## src/rtl/wrmf_pkg.sv

```systemverilog
package wrmf_pkg;

  localparam int PIXEL_W    = 16;
  localparam int MAX_HEIGHT = 4096;
  localparam int ROW_W      = 12;
  localparam int FW_W       = 11;
  localparam int FH_W       = 13;
  localparam int WS_W       = 5;
  localparam int CFG_DATA_W = 13;
  localparam int CFG_IDX_W  = 2;

  localparam int DEF_MAX_WIDTH  = 1024;
  localparam int DEF_MAX_WINDOW = 16;

  localparam logic [CFG_IDX_W-1:0] CFG_FRAME_WIDTH  = 2'd0;
  localparam logic [CFG_IDX_W-1:0] CFG_FRAME_HEIGHT = 2'd1;
  localparam logic [CFG_IDX_W-1:0] CFG_WINDOW_SIZE  = 2'd2;

  typedef struct packed {
    logic load;
    logic h_step;
    logic line_wr;
    logic v_read;
    logic v_step;
    logic emit;
  } wrmf_cmd_t;

  typedef struct packed {
    logic hvalid;
    logic wvalid;
    logic k_last;
    logic out_free;
  } wrmf_stat_t;

endpackage

```

## src/rtl/wrmf_ctrl.sv

```systemverilog
module wrmf_ctrl
  import wrmf_pkg::*;
(
  input  logic       clk_i,
  input  logic       rst_ni,
  input  logic       in_valid_i,
  output logic       in_stall_o,
  input  wrmf_stat_t stat_i,
  output wrmf_cmd_t  cmd_o
);

  localparam logic [2:0] ST_IDLE  = 3'd0;
  localparam logic [2:0] ST_HSCAN = 3'd1;
  localparam logic [2:0] ST_WRITE = 3'd2;
  localparam logic [2:0] ST_VREAD = 3'd3;
  localparam logic [2:0] ST_VCMP  = 3'd4;
  localparam logic [2:0] ST_EMIT  = 3'd5;

  logic [2:0] state_q, state_d;

  always_comb begin
    state_d = state_q;
    cmd_o   = '0;
    unique case (state_q)
      ST_IDLE: begin
        if (in_valid_i) begin
          cmd_o.load = 1'b1;
          state_d    = ST_HSCAN;
        end
      end
      ST_HSCAN: begin
        if (!stat_i.hvalid) begin
          state_d = ST_WRITE;
        end else begin
          cmd_o.h_step = 1'b1;
          if (stat_i.k_last) state_d = ST_WRITE;
        end
      end
      ST_WRITE: begin
        cmd_o.line_wr = 1'b1;
        state_d       = stat_i.wvalid ? ST_VREAD : ST_EMIT;
      end
      ST_VREAD: begin
        cmd_o.v_read = 1'b1;
        state_d      = ST_VCMP;
      end
      ST_VCMP: begin
        cmd_o.v_step = 1'b1;
        state_d      = stat_i.k_last ? ST_EMIT : ST_VREAD;
      end
      ST_EMIT: begin
        if (stat_i.out_free) begin
          cmd_o.emit = 1'b1;
          state_d    = ST_IDLE;
        end
      end
      default: state_d = ST_IDLE;
    endcase
  end

  always_ff @(posedge clk_i or negedge rst_ni) begin
    if (!rst_ni) begin
      state_q <= ST_IDLE;
    end else begin
      state_q <= state_d;
    end
  end

  assign in_stall_o = (state_q != ST_IDLE);

endmodule

```

## config.mk

```make
export PLATFORM = sky130hd
export DESIGN_NAME = wrmf_ctrl
export DESIGN_NICKNAME = d
export VERILOG_FILES = /design/src/rtl/wrmf_pkg.sv /design/src/rtl/wrmf_ctrl.sv
export SDC_FILE = /design/constraint.sdc
export NUM_CORES = 1
export LEC_CHECK = 0
export BUFFER_PORTS_ARGS = -buffer_cell sky130_fd_sc_hd__buf_2
export CAP_MARGIN = 20
export CELL_PAD_IN_SITES_DETAIL_PLACEMENT = 0
export CELL_PAD_IN_SITES_GLOBAL_PLACEMENT = 2
export CORE_AREA = 3 3 40 42
export DETAILED_ROUTE_END_ITERATION = 16
export DIE_AREA = 0 0 43 45
export GPL_TIMING_DRIVEN = 0
export PLACE_DENSITY = 0.72
export SLEW_MARGIN = 20
export SYNTH_ARGS = -nofsm -noshare
export SYNTH_HDL_FRONTEND = slang
export SYNTH_SLANG_ARGS = --single-unit
```

## constraint.sdc

```tcl
create_clock -name clk_i -period 1.35 [get_ports clk_i]
set_input_delay 0.405 -clock clk_i [delete_from_list [all_inputs] [get_ports clk_i]]
set_output_delay 0.405 -clock clk_i [all_outputs]
set_load 0.02 [all_outputs]
```

; ---- After elaboration in Yosys (flattened, before gate mapping)
; Cells that the tools add are included.
[op_classes]
reduce_logical = 3
mux = 16
n_eq_ne = 8
[op_table]
columns = operator, n
row1 = two-way mux 3 bit, 6
row2 = one-hot mux 3 bit (6 select lines), 1
row3 = two-way mux 1 bit, 9
row4 = equality test 3 x 2 -> 1 bit (second input constant), 2
row5 = equality test 3 bit (second input constant), 2
row6 = != test 2 bit (second input constant), 2
row7 = equality test 3 x 1 -> 1 bit (second input constant), 1
row8 = logical NOT 3 bit, 1
row9 = != test 3 bit (second input constant), 1
row10 = AND reduction 3 bit, 1
row11 = nonzero test 3 bit, 1
[totals]
register_bits = 3
output_inout_bits = 7

; ---- Depth between registers and ports, before layout
[logic_depth]
word_depth = 3
ltp_mapped = 4
depth_no_buf = 3

; ---- Worst setup path before layout
; No wires, ideal clock.
[synth_path]
path_type = register -> output
startpoint = register state_q[1]
endpoint = output port cmd_o[0] in the netlist's numbering
stages_incl_launch_ff = 3
arrival_ps = 903
required_ps = 945
setup_slack_ps = 42
cell_sequence = dfrtp_1 nand2b_1 nor2_1
[synth_lines]
columns = element, line
row1 = start: declaration, wrmf_ctrl.sv:19  ; logic [2:0] state_q, state_d;
row2 = start signal: assignment, wrmf_ctrl.sv:65  ; state_q <= state_d;
row3 = end: declaration, wrmf_ctrl.sv:9  ; output wrmf_cmd_t cmd_o

==> flow_metrics.tcl <==
set metrics [dict create \
    core_um2 1280 \
    design_area_um2 498 \
    vias 305 \
    synthDistinctLibCells 18 \
    synth_area_leader_cell "dfrtp_1" \
    post-route-drc-count 0 \
    grt_max_degree 7 \
    critical_path.startpoint_type "flip-flop" \
    ios 14 \
    path_max_fanout 4 \
    initial_core_util_pct 18.8 \
    peakVddDrop_v 0.000772 \
    finalNonFillerCells 73 \
    rsz0062_at_grt "yes" \
    via_per_inst 4.18 \
    fill_cells 143 \
    place_ws_ns 0.0206 \
    clkTransAtPathRegs_ns 0.04 \
    synth_ff_type "dfrtp_1" \
    async_flop_share_pct 100 \
    cts-root-buf "clkbuf_4" \
    antenna_left 0 \
    finalHoldViolCount 0 \
    syn_nets 38 \
    area_growth_pct 106 \
    rrSetupSlack_ns 0.11 \
    wirelength_um 676 \
    row_count 13 \
    dr.pass1.iters 2 \
    ys_ff_latch 3 \
    r2r-start "state_q[0]" \
    clock_skew_ns 0.00129 \
    drv_slew 0 \
    power.density_nw_per_um2 2380 \
    synth_commonest_cells "nor2_1 (4), dfrtp_1 (3), nand2_1 (3), nand2b_1 (3)" \
    cp_top_family "flip-flops" \
    synth_most_common_cell "nor2_1" \
    setup_violations 7 \
    dieHeight_um 45 \
    power_uw 1190 \
    period_minus_slack_ns 1.51 \
    whs_ns 0.497 \
    layout-drive-gt1-share_pct 65.5 \
    cap_viol_max_count 0 \
    dp.cells 59 \
    reg_top3 "state_q (3)" \
    grt_pass1_vias 261 \
    reg2reg_depth 6 \
    syn_area_um2 241 \
    synth.area.top_cells "dfrtp_1 (31%), nand2b_1 (7.8%), nor2_1 (6.2%), and3_1 (5.2%), nor2_2 (5.2%)" \
    gp_congestion 0.641 \
    syn_avg_cell_area_um2 7.79 \
    yosys.area.top_type_share_pct 31.1 \
    cts_buffers 3 \
    synthCells 31 \
    fin_ws_ns -0.156 \
    worstSetupPathType "reg2out" \
    cts_tree "built" \
    finalNetCount 66 \
    max_freq_mhz 664 \
    regMostFlops "state_q" \
    cp_cell_sequence "nor2_4 > and3_4 > buf_6" \
    ys_seq_area_share_pct 31.1 \
    clkSinkCount 3 \
    design.die.area_um2 1940 \
    htree_levels 1 \
    drt-wirelength-per-cell_um 9.26 \
    initialDrtViolationCount 5 \
    clock_latency_ns 0.23 \
    cp_slowest_cell "dfrtp_2" \
    cp_data_arrival_time_ns 1.10 \
    slowest_delay_ns 0.43 \
    critPathRequiredTime_ns 0.95 \
    p_leak_uw 0.000243 \
    dp_hpwl_um 462 \
    crit_buf_inv 1 \
    relSlewSlack_pct 90.6 \
    worst_pin_slew_ns 0.137 \
    synth_edf_count 0 \
    clk_path_buf_depth 2 \
    antenna_found_initial 0 \
    yosysWarnings 0 \
    placed_area_um2 325 \
    numPortBuffers 13 \
    gr-usage-all-layers_pct 7.60 \
    grt_pass1_wl_mm 1.06 \
    timing.rr.end "state_q[0]" \
    critPathCaptureType "primary output" \
    largest_register_ffs 3 \
    finalCritPeriodShare_pct 112 \
    status "complete, but fails checks" \
    grt_overflow_total 0 \
    hp-class "in2async" \
    antenna_cells 0 \
    die_x_um 43 \
    violations "setup timing" \
]
-- layout by cell type, fill, tap and decap left out --
master | synthesis | routed
nand2_1 | 3 | 3
clkbuf_4 | 0 | 3
dlygate4sd3_1 | 0 | 1
nand2b_1 | 3 | 1
nor2_4 | 0 | 1
clkbuf_1 | 0 | 1
nor3_1 | 1 | 1
nand3b_1 | 1 | 1
o21ai_2 | 1 | 1
and3_4 | 0 | 2
and3b_1 | 1 | 1
buf_2 | 0 | 6
nor2_2 | 2 | 3
a21oi_1 | 2 | 2
buf_4 | 0 | 12
o21a_1 | 1 | 1
nand2b_4 | 0 | 2
nor2_1 | 4 | 2
clkbuf_2 | 0 | 1
dfrtp_1 | 3 | 1
o21ai_0 | 2 | 2
mux2i_1 | 1 | 1
dfrtp_2 | 0 | 2
buf_6 | 1 | 4
nor2b_1 | 1 | 1
inv_6 | 0 | 1
o21bai_1 | 1 | 1
-- metrics by stage --
stage	utilization (%)	setup TNS (ns)
global route	38.8	-1.23
detailed placement	25.3	0
global placement	25.3	0
floorplan	-	0
CTS	33.7	-0.916
finish	38.8	-0.845
-- logic make-up (layout without fill, tap and decap cells) --
logic type	after synthesis	count (layout)	share of synthesized area (%)
and+or+nand+nor	18	18	40.4
DFF	3	3	31.1
buffers and inverters	2	29	6.22
muxes	1	1	4.15
AOI/OAI and AO/OA	7	7	18.1
-- area by class of cell --
class	count	area, µm²	share of cell area [%]
inverter	1	8.76	1.76
clock buffer	4	26.3	5.28
buffer	1	11.3	2.26
timing repair buffer	23	169	33.9
sequential	3	77.6	15.6
tap	15	18.8	3.77
multi-input combinational	26	186	37.4
-- worst reg2reg max path, stage by stage (launching register included) --
cell,delay (ns)
dfrtp_1,0.34
buf_6,0.14
clkbuf_2,0.15
buf_4,0.12
nor2_2,0.03
o21ai_2,0.16
mux2i_1,0.21
-- per-layer routing --
metal | share of wire (%) | GRT usage [%]
met5 | 0 | 0
met4 | 0 | 5.42
met3 | 7.7 | 4.38
met2 | 50 | 11.4
met1 | 42 | 8.01
-- power by group --
group	total, µW	switching (µW)	internal (µW)
clock network	154	43.2	111
logic	847	381	466
registers	185	47.6	137
total	1190	472	714
-- worst max path at each step --
stage / from / end / depth (start not counted)
2_1_floorplan: state_q[1] / cmd_o[0] / 2
3_3_place_gp: state_q[2] / cmd_o[4] / 3
3_5_place_dp: state_q[2] / cmd_o[4] / 3
4_1_cts: state_q[2] / cmd_o[4] / 3
5_1_grt: state_q[1] / cmd_o[4] / 3
6_report: state_q[1] / cmd_o[4] / 3
-- timing repair --
item	in CTS	in global routing
hold endpoints to repair	3	0
pin swaps	1	3
hold buffers	1	0
setup buffers	4	5
endpoints found under the setup margin	7	8
gates resized for setup	15	7
No activity file was read; power rests on OpenSTA's default activity.
